--- src/hw/rtl/trk_pkg.sv ---
// ----------------------------------------------------------------------------
// trk_pkg: shared types and constants of the top-k insertion ranker
// Transaction structs, held entry format, tag codes and board layout values.
// ----------------------------------------------------------------------------
package trk_pkg;

	localparam logic [1:0] TAG_NONE   = 2'd0;
	localparam logic [1:0] TAG_VIEWER = 2'd1;
	localparam logic [1:0] TAG_KILLER = 2'd2;

	localparam logic [2:0] COL_SPLIT   = 3'd6;
	localparam logic [7:0] COL_RIGHT_X = 8'd160;
	localparam logic [7:0] ROW_BASE    = 8'd32;

	typedef struct packed {
		logic [7:0]         player_index;
		logic signed [31:0] player_score;
		logic               is_active;
		logic               is_viewer;
		logic               is_killer;
		logic               end_of_scan;
	} item_t;

	typedef struct packed {
		logic [3:0]         rank_pos;
		logic [7:0]         ranked_index;
		logic signed [31:0] ranked_score;
		logic [1:0]         tag_kind;
		logic [7:0]         column_x;
		logic [7:0]         row_y;
		logic               last_of_run;
	} result_t;

	typedef struct packed {
		logic [7:0]         index;
		logic signed [31:0] score;
		logic [1:0]         tag;
	} entry_t;

	// per-cycle command to every cell of the chain
	typedef struct packed {
		logic insert;   // place new entry, lower ones move down one cell
		logic advance;  // whole chain moves up one cell toward the output
	} cell_ctl_t;

endpackage

--- src/hw/rtl/top_k_insertion_ranker_core.sv ---
// ----------------------------------------------------------------------------
// top_k_insertion_ranker_core: keeps the best TOP_COUNT participants
// Insertion chain ranking by descending score, emitted at end of scan.
// ----------------------------------------------------------------------------
// Usage:
//   item channel: one participant per transaction. Active items with an index
//   below MAX_PLAYERS are placed in a chain of TOP_COUNT cells, after any
//   equal score; the lowest entry falls off a full chain. One item per cycle
//   is taken while scanning, each inserted in that cycle.
//   An item with end_of_scan set is ranked first, then the chain drains up
//   through the result register, one result per cycle while result_stall
//   stays low, rank 0 first, the final one flagged last_of_run. item_stall
//   is high for the drain, also when the chain is empty (zero results).
//   The first result is loaded once the state register has entered the
//   drain state after the end_of_scan transaction.
//   result_stall freezes the result register and the drain; a new scan may
//   start while the last result still waits to be taken.
//   Reset clears all cell valid bits, the result valid and the drain state.
// ----------------------------------------------------------------------------
module top_k_insertion_ranker_core
	import trk_pkg::*;
#(
	parameter int MAX_PLAYERS = 256,
	parameter int TOP_COUNT   = 12
) (
	input  logic    clk,
	input  logic    arst_n,
	input  logic    item_valid,
	output logic    item_stall,
	input  item_t   item,
	output logic    result_valid,
	input  logic    result_stall,
	output result_t result
);

	typedef enum logic {ST_SCAN, ST_DRAIN} state_t;

	state_t    state_q;
	cell_ctl_t ctl;
	entry_t    new_entry;
	entry_t    ent   [TOP_COUNT];
	logic      vld   [TOP_COUNT];
	logic      go    [TOP_COUNT];
	logic      item_acc;
	logic      free;
	logic      load;
	logic      last;

	assign item_stall = (state_q == ST_DRAIN);
	assign item_acc   = item_valid && !item_stall;

	assign new_entry.index = item.player_index;
	assign new_entry.score = item.player_score;
	assign new_entry.tag   = item.is_viewer ? TAG_VIEWER :
	                         item.is_killer ? TAG_KILLER : TAG_NONE;

	assign ctl.insert  = item_acc && item.is_active &&
	                     ({24'd0, item.player_index} < 32'(MAX_PLAYERS));
	assign load        = (state_q == ST_DRAIN) && vld[0] && free;
	assign ctl.advance = load;

	generate
		if (TOP_COUNT > 1) begin : g_last
			assign last = !vld[1];
		end else begin : g_last_one
			assign last = 1'b1;
		end
	endgenerate

	for (genvar i = 0; i < TOP_COUNT; i++) begin : g_cell
		entry_t prev_e, next_e;
		logic   prev_v, prev_g, next_v;
		if (i == 0) begin : g_head
			assign prev_e = '0;
			assign prev_v = 1'b0;
			assign prev_g = 1'b0;
		end else begin : g_mid
			assign prev_e = ent[i-1];
			assign prev_v = vld[i-1];
			assign prev_g = go[i-1];
		end
		if (i == TOP_COUNT - 1) begin : g_tail
			assign next_e = '0;
			assign next_v = 1'b0;
		end else begin : g_body
			assign next_e = ent[i+1];
			assign next_v = vld[i+1];
		end
		trk_cell u_cell (
			.clk        (clk),
			.arst_n     (arst_n),
			.ctl        (ctl),
			.new_entry  (new_entry),
			.prev_entry (prev_e),
			.prev_valid (prev_v),
			.prev_go    (prev_g),
			.next_entry (next_e),
			.next_valid (next_v),
			.entry      (ent[i]),
			.valid      (vld[i]),
			.go         (go[i])
		);
	end

	always_ff @(posedge clk or negedge arst_n) begin
		if (!arst_n) begin
			state_q <= ST_SCAN;
		end else begin
			case (state_q)
				ST_SCAN: begin
					if (item_acc && item.end_of_scan) begin
						state_q <= ST_DRAIN;
					end
				end
				ST_DRAIN: begin
					if (!vld[0] || (load && last)) begin
						state_q <= ST_SCAN;
					end
				end
				default: state_q <= ST_SCAN;
			endcase
		end
	end

	trk_out_stage u_out (
		.clk          (clk),
		.arst_n       (arst_n),
		.load         (load),
		.entry        (ent[0]),
		.last         (last),
		.result_stall (result_stall),
		.free         (free),
		.result_valid (result_valid),
		.result       (result)
	);

endmodule

--- src/hw/rtl/trk_cell.sv ---
// ----------------------------------------------------------------------------
// trk_cell: one slot of the ranking chain
// Compares the new score with its own, takes the new entry, its upper
// neighbor's entry on insert, or its lower neighbor's entry on drain.
// ----------------------------------------------------------------------------
module trk_cell
	import trk_pkg::*;
(
	input  logic      clk,
	input  logic      arst_n,
	input  cell_ctl_t ctl,
	input  entry_t    new_entry,
	input  entry_t    prev_entry,
	input  logic      prev_valid,
	input  logic      prev_go,
	input  entry_t    next_entry,
	input  logic      next_valid,
	output entry_t    entry,
	output logic      valid,
	output logic      go
);

	entry_t entry_q;
	logic   valid_q;

	// go marks the insertion point and every slot below it; ties stay above
	assign go    = !valid_q || (new_entry.score > entry_q.score);
	assign entry = entry_q;
	assign valid = valid_q;

	always_ff @(posedge clk or negedge arst_n) begin
		if (!arst_n) begin
			valid_q <= 1'b0;
		end else if (ctl.insert) begin
			if (go && !prev_go) begin
				valid_q <= 1'b1;
			end else if (go) begin
				valid_q <= prev_valid;
			end
		end else if (ctl.advance) begin
			valid_q <= next_valid;
		end
	end

	always_ff @(posedge clk) begin
		if (ctl.insert) begin
			if (go && !prev_go) begin
				entry_q <= new_entry;
			end else if (go) begin
				entry_q <= prev_entry;
			end
		end else if (ctl.advance) begin
			entry_q <= next_entry;
		end
	end

endmodule

--- src/hw/rtl/trk_out_stage.sv ---
// ----------------------------------------------------------------------------
// trk_out_stage: result register and board layout
// Holds one result transaction and tracks rank, row and column of the run.
// ----------------------------------------------------------------------------
module trk_out_stage
	import trk_pkg::*;
(
	input  logic    clk,
	input  logic    arst_n,
	input  logic    load,
	input  entry_t  entry,
	input  logic    last,
	input  logic    result_stall,
	output logic    free,
	output logic    result_valid,
	output result_t result
);

	logic       result_valid_q;
	result_t    result_q;
	logic [3:0] rank_q;    // wraps mod 16, as rank_pos does
	logic [2:0] row_q;
	logic       right_q;

	assign free         = !result_valid_q || !result_stall;
	assign result_valid = result_valid_q;
	assign result       = result_q;

	always_ff @(posedge clk or negedge arst_n) begin
		if (!arst_n) begin
			result_valid_q <= 1'b0;
			rank_q         <= '0;
			row_q          <= '0;
			right_q        <= 1'b0;
		end else begin
			if (load) begin
				result_valid_q <= 1'b1;
			end else if (!result_stall) begin
				result_valid_q <= 1'b0;
			end
			if (load) begin
				if (last) begin
					rank_q  <= '0;
					row_q   <= '0;
					right_q <= 1'b0;
				end else begin
					rank_q <= rank_q + 4'd1;
					if (row_q == COL_SPLIT - 3'd1) begin
						row_q   <= '0;
						right_q <= 1'b1;
					end else begin
						row_q <= row_q + 3'd1;
					end
				end
			end
		end
	end

	always_ff @(posedge clk) begin
		if (load) begin
			result_q.rank_pos     <= rank_q;
			result_q.ranked_index <= entry.index;
			result_q.ranked_score <= entry.score;
			result_q.tag_kind     <= entry.tag;
			result_q.column_x     <= right_q ? COL_RIGHT_X : 8'd0;
			result_q.row_y        <= ROW_BASE + {row_q, 5'b0_0000};
			result_q.last_of_run  <= last;
		end
	end

endmodule

--- config.mk ---
export PLATFORM = sky130hd
export DESIGN_NAME = top_k_insertion_ranker_core
export DESIGN_NICKNAME = d
export VERILOG_FILES = /design/src/hw/rtl/trk_pkg.sv /design/src/hw/rtl/top_k_insertion_ranker_core.sv /design/src/hw/rtl/trk_cell.sv /design/src/hw/rtl/trk_out_stage.sv
export SDC_FILE = /design/constraint.sdc
export NUM_CORES = 2
export LEC_CHECK = 0
export BUFFER_PORTS_ARGS = -buffer_cell sky130_fd_sc_hd__buf_2
export CAP_MARGIN = 0
export CORE_MARGIN = 3
export CORE_UTILIZATION = 45
export CTS_CLUSTER_DIAMETER = 30
export CTS_CLUSTER_SIZE = 20
export DETAILED_ROUTE_END_ITERATION = 8
export SLEW_MARGIN = 15
export SYNTH_ARGS = -nofsm -noshare
export SYNTH_HDL_FRONTEND = slang
export SYNTH_SLANG_ARGS = --single-unit
--- constraint.sdc ---
create_clock -name clk -period 10.5 [get_ports clk]
set_input_delay 2.1 -clock clk [delete_from_list [all_inputs] [get_ports clk]]
set_output_delay 2.1 -clock clk [all_outputs]
set_load 0.05 [all_outputs]
---- Yosys cells after proc, flatten, opt, wreduce, memory -nomap -nowiden ----
Cells that the tools add are included.
word-level totals
  bits in registers ....................... 589
  output and inout bits ................... 65
  word-level logic and storage cells ...... 269
  input port bits ......................... 48
cells by class
  equal/unequal tests ..................... 15
  reduce and logical (&&, ||, !) cells .... 71
  add/sub/neg operators ................... 3
  multiplexer cells ....................... 107
  order comparisons ....................... 12
  bitwise logic cells ..................... 1
operators with widths
  operator             count
  $mux 42              47
  $gt 32x32->1         12
  $mux 1               53
  $ne 3x1->1 const B   11
  $logic_not 1->1      26
  $reduce_and 2->1     13
  $logic_and 1x1->1    17
  $logic_or 1x1->1     14
  $add 6x8->8 const A  1
  $mux 8               1
  $mux 3               2
  $ne 2x1->1 const B   3
  $add 4x1->4 const B  1
  $mux 2               2
  $mux 4               1
  $add 3x1->3 const B  1
  $eq 3x3->1 const B   1
  $pmux 1 s2           1
  $reduce_bool 2->1    1
  $not 1->1            1

---- Depth between registers and ports, before layout ----
  word-level depth ........................ 7
  gate-level depth with buffers ........... 13
  gate-level depth less buffers ........... 10

---- Modules after synthesis ----
A second synthesis with hierarchy kept.
unflattened totals
  cell total of the unflattened synthesis .. 4,500
  area, all modules ....................... 49,765.2 um^2
by module, submodules not included
  module                           cells an instance  instances  area each (um^2)
  trk_cell (g_cell[0].u_cell ...)  361                11         3,980.1
  trk_cell (g_cell[9].u_cell)      411                1          3,799.9
  trk_out_stage                    107                1          2,110.8
  top_k_insertion_ranker_core      11                 1          73.8

---- Least setup slack after synthesis ----
Ideal clock, no wire load.
  kind .................................... input to register
  from .................................... input port item[21] (netlist bit)
  to ...................................... register g_cell[10].u_cell.entry_q (netlist bit g_cell[10].u_cell.entry[0]) (enable)
  slack ................................... 2.877 ns
  setup time .............................. 0.500 ns
  arrival time ............................ 7.123 ns
  cell stages on the path ................. 9
  cell sequence ........................... ha_1 > a21o_1 > a221o_1 > a22o_1 > or4_4 > a31oi_1 > o31ai_2 > clkbuf_1 > o21ai_0
between the ends
  longest elaborated chain between the ends .. 6
  elaborated cells on any way between the ends .. 8
  those cells by class .................... order compare (2); eq/ne (1); reduce/logical (5)
RTL lines
  item                                   line                               text
  from (decl)                            top_k_insertion_ranker_core.sv:30  input item_t item,
  $gt 32x32->1                           trk_cell.sv:27                     assign go = !valid_q || (new_entry.score > entry_q.score);
  $logic_or 1x1->1                       trk_cell.sv:27
  $logic_not 1->1                        trk_cell.sv:47                     if (go && !prev_go) begin
  $logic_and 1x1->1                      trk_cell.sv:47
  $ne 3x1->1 (no source line) (*)        n/a
  $reduce_and 2->1 (no source line) (*)  n/a
  to (signal assigned)                   trk_cell.sv:48                     entry_q <= new_entry;
  to (signal assigned)                   trk_cell.sv:50                     entry_q <= prev_entry;
  to (signal assigned)                   trk_cell.sv:53                     entry_q <= next_entry;
  to (decl)                              trk_cell.sv:23                     entry_t entry_q;
Mark *: on every way between the ends. The rest lies on a longest branch, timed or not.
A chain may end at the register's enable or synchronous reset.

---- Worst setup path after layout ----
  from .................................... input port item[35] (netlist bit)
  to ...................................... register g_cell[1].u_cell.entry_q (netlist bit g_cell[1].u_cell.entry[28]) (data pin)
between the ends
  longest elaborated chain between the ends .. 6
  elaborated cells on any way between the ends .. 8
  those cells by class .................... order compare (2); mux (2); reduce/logical (4)
RTL lines
  item                   line            text
  $gt 32x32->1           trk_cell.sv:27
  $logic_or 1x1->1       trk_cell.sv:27
  $logic_not 1->1        trk_cell.sv:47
  $logic_and 1x1->1 (*)  trk_cell.sv:47
  $mux 42 (*)            trk_cell.sv:47
  $mux 42 (*)            trk_cell.sv:46  if (ctl.insert) begin
  to (signal assigned)   trk_cell.sv:48
  to (signal assigned)   trk_cell.sv:50
  to (signal assigned)   trk_cell.sv:53
  to (decl)              trk_cell.sv:23
Marked as above.

==> results.py <==
metrics = {
    "drt": {
        "routed-wl-met2_um": 64900,
        "drc": 0,
        "avgViaCountPerCell": 6.74,
        "wl_per_cell_um": 30.2,
        "antenna_left": 0,
        "num_vias": 34600,
        "wirelength_um": 155000,
        "dr_wl_met3_um": 18800,
        "drtIter0Drc": 5044,
        "top_layer": "met5",
        "drtPass1Iterations": 9,
        "met1_length_um": 63700,
    },
    "power": {
        "powerDensity_nw_per_um2": 382,
        "p_leak_nw": 18.4,
        "peakVddDrop_v": 0.000404,
    },
    "final_layout": {
        "layout_commonest_cell": "edfxtp_1",
        "final_util_pct": 54.1,
        "fin_area_um2": 45400,
        "drive_gt1_share_pct": 11.6,
        "instances_no_fill": 5126,
        "n_fill_cell": 7428,
        "area_delta_synth_final_pct": 18.4,
        "final_cell_mix": "edfxtp_1, inv_1, ha_1",
        "num-nets-final": 4291,
    },
    "setup_path": {
        "crit_arrival_ps": 7200,
        "cpMaxStageDelayCell": "nor3b_4",
        "cpMostUsedCell": "buf_4",
        "r2r-start": "g_cell[0].u_cell.entry[33]",
        "critPathMaxStageDelay_ps": 1020,
        "worstReg2RegEnd": "g_cell[1].u_cell.entry[28]",
        "ff2ff_path_depth": 11,
        "ff2ff_setup_slack_ps": 4720,
        "path_cells": "buf_2, ha_1, nand4_1, nor4_1, and4_1, a31o_2, or2_2, buf_4, nor3b_4, buf_4, a222oi_1",
        "endpoint_kind": "flop",
        "crit_path_start_kind": "input port",
        "cp.required_ps": 10920,
        "criticalPathCategory": "input port to flop",
        "crit_fanout": 30,
        "critical_path.endpoint": "g_cell[1].u_cell.entry[28]",
        "startpoint": "item[35]",
    },
    "global_route": {
        "antenna_found_initial": 9,
        "grt-ovfl-total": 0,
        "grt_max_degree": 177,
        "grt_pass1_wl_um": 227000,
        "gr-usage-all-layers_pct": 34.2,
        "first_global_vias": 33400,
    },
    "die": {
        "core_area_um2": 84000,
        "rows": 106,
        "die_area_um2": 88700,
        "die_x_um": 298,
        "initial_core_util_pct": 45.7,
        "die_y_um": 298,
        "ioPinCount": 113,
    },
    "place": {
        "place_hpwl_um": 102000,
        "port_buffers": 101,
        "gp_congestion": 0.996,
        "placed_cell_area_um2": 39800,
        "dp.cells": 4828,
    },
    "run": {
        "maxCapViolCount": 0,
    },
    "cts": {
        "cts-root-buf": "clkbuf_16",
        "cts.path.max_buffers": 3,
        "cts_tree": "done",
        "ctsResizeCount": 0,
        "cts_buffers": 159,
        "clock_sinks": 577,
        "cts_setup_buffers": 0,
        "cts.reportedPaths.clkPinSlew_ps": 40,
        "htree_levels": 4,
        "cts_hold_buf": 0,
        "insertion_delay_ps": 770,
    },
    "yosys": {
        "synth_seq_cells": 577,
        "synth_edf_count": 555,
        "ys_seq_area_share_pct": 44.9,
        "netlist_instances": 3819,
        "synth_flop_cell": "edfxtp_1",
        "ys_types": 70,
        "syn_avg_cell_area_um2": 10.0,
        "syn_area_um2": 38300,
        "ys_warn_count": 0,
        "synthArstFlopShare_pct": 3.81,
    },
    "sta": {
        "tns_ps": 0,
        "relSlewSlack_pct": 13.9,
        "worstMarginPinSlew_ps": 1290,
        "fin_crit_sh_pct": 64.6,
        "fmax_mhz": 147,
        "clock_skew_ps": 46.6,
        "final-hold-violation-count": 0,
        "fin_crit_ps": 6780,
        "drv_slew": 0,
        "rsz0062_at_grt": "no",
        "finalSetupViolations": 0,
    },
    "outcome": {
        "status": "complete, no violations",
    },
    "worst_hold_path": {
        "hp-class": "flop to flop",
    },
}
==> where the power goes <==
group          internal [W]  switching (W)
registers           0.00412       0.000673
logic               0.00196        0.00555
clock network       0.00347        0.00159
==> routing by layer <==
metal  global-route usage [%]  vias to the layer above
met5                        0                        -
met4                     15.6                        6
met3                     9.92                      420
met2                     49.6                     2258
met1                     47.4                    17000
li1                         -                    14900
==> worst max-delay path: cells and delay by family <==
| family | cells | cell delay, ps |
|---|---|---|
| AND/OR/NAND/NOR | 5 | 3080 |
| adder cells (fa/ha/maj) | 1 | 490 |
| AO/OA/AOI/OAI | 2 | 290 |
| buffers and inverters | 3 | 1180 |
==> stage by stage <==
| stage | setup slack, ps | hold WS (ps) | power (W) |
|---|---|---|---|
| floorplan | 2880 | 425 | 0.00908 |
| global placement | 3310 | 444 | 0.0119 |
| detailed placement | 3150 | 448 | 0.0120 |
| CTS | 3920 | 458 | 0.0171 |
| global route | 3740 | 470 | 0.0180 |
| finish | 3720 | 462 | 0.0174 |
==> synthesized netlist by cell type (43+ instances only) <==
| cell | number | area share [%] |
|---|---|---|
| inv_1 | 443 | 4.3 |
| nand2_1 | 386 | 3.8 |
| o221ai_1 | 125 | 2.9 |
| a21o_1 | 51 | 1.0 |
| mux2i_1 | 43 | 1.1 |
| clkbuf_1 | 226 | 2.2 |
| nor2_1 | 85 | 0.83 |
| a21oi_1 | 164 | 2.1 |
| o211ai_1 | 315 | 6.2 |
| o21ai_0 | 90 | 1.2 |
| nand3_1 | 163 | 2.1 |
| o31a_1 | 44 | 1.0 |
| a221o_1 | 102 | 2.7 |
| edfxtp_1 | 555 | 43 |
| nand4_1 | 77 | 1.3 |
| nor3_1 | 137 | 1.8 |
| ha_1 | 388 | 13 |
==> state kept, by name (all words and copies together) (netlist names) <==
signal / count
item_stall: 1
u_out.result_valid: 1
u_out.result: 51
g_cell.u_cell.valid: 12
u_out.right_q: 1
u_out.row_q: 3
g_cell.u_cell.entry: 504
u_out.rank_q: 4
==> logic make-up after synthesis <==
kind of cell	Yosys count	share of synthesized area, %
adder cells (fa/ha/maj)	388	12.7
flip-flops	577	44.9
multiplexers	43	1.12
AND/OR/NAND/NOR	943	11.5
buffers and inverters	736	7.50
AO/OA/AOI/OAI	1131	22.3
other	1	0.00978
==> cell type report <==
cell class | instances | area, µm² | area share, %
clock buffers | 188 | 4170 | 9.19
multi-input cells | 2516 | 18500 | 40.8
diodes | 5 | 12.5 | 0.0276
inverters | 444 | 1670 | 3.67
well taps | 1134 | 1420 | 3.13
flip-flops and latches | 577 | 17200 | 37.9
repair buffers | 157 | 976 | 2.15
clock inverters | 105 | 1390 | 3.06
==> worst min-delay path by stage <==
stage                       start                to  slack, ps  depth (start not counted)
finish              u_out.right_q  u_out.result[14]        460                          0
global route        u_out.right_q  u_out.result[14]        470                          0
CTS                 u_out.right_q  u_out.result[14]        460                          0
detailed placement  u_out.right_q  u_out.result[14]        450                          0
floorplan           u_out.right_q  u_out.result[14]        430                          0
global placement    u_out.right_q  u_out.result[14]        440                          0
(Power assumes the default switching activity.)
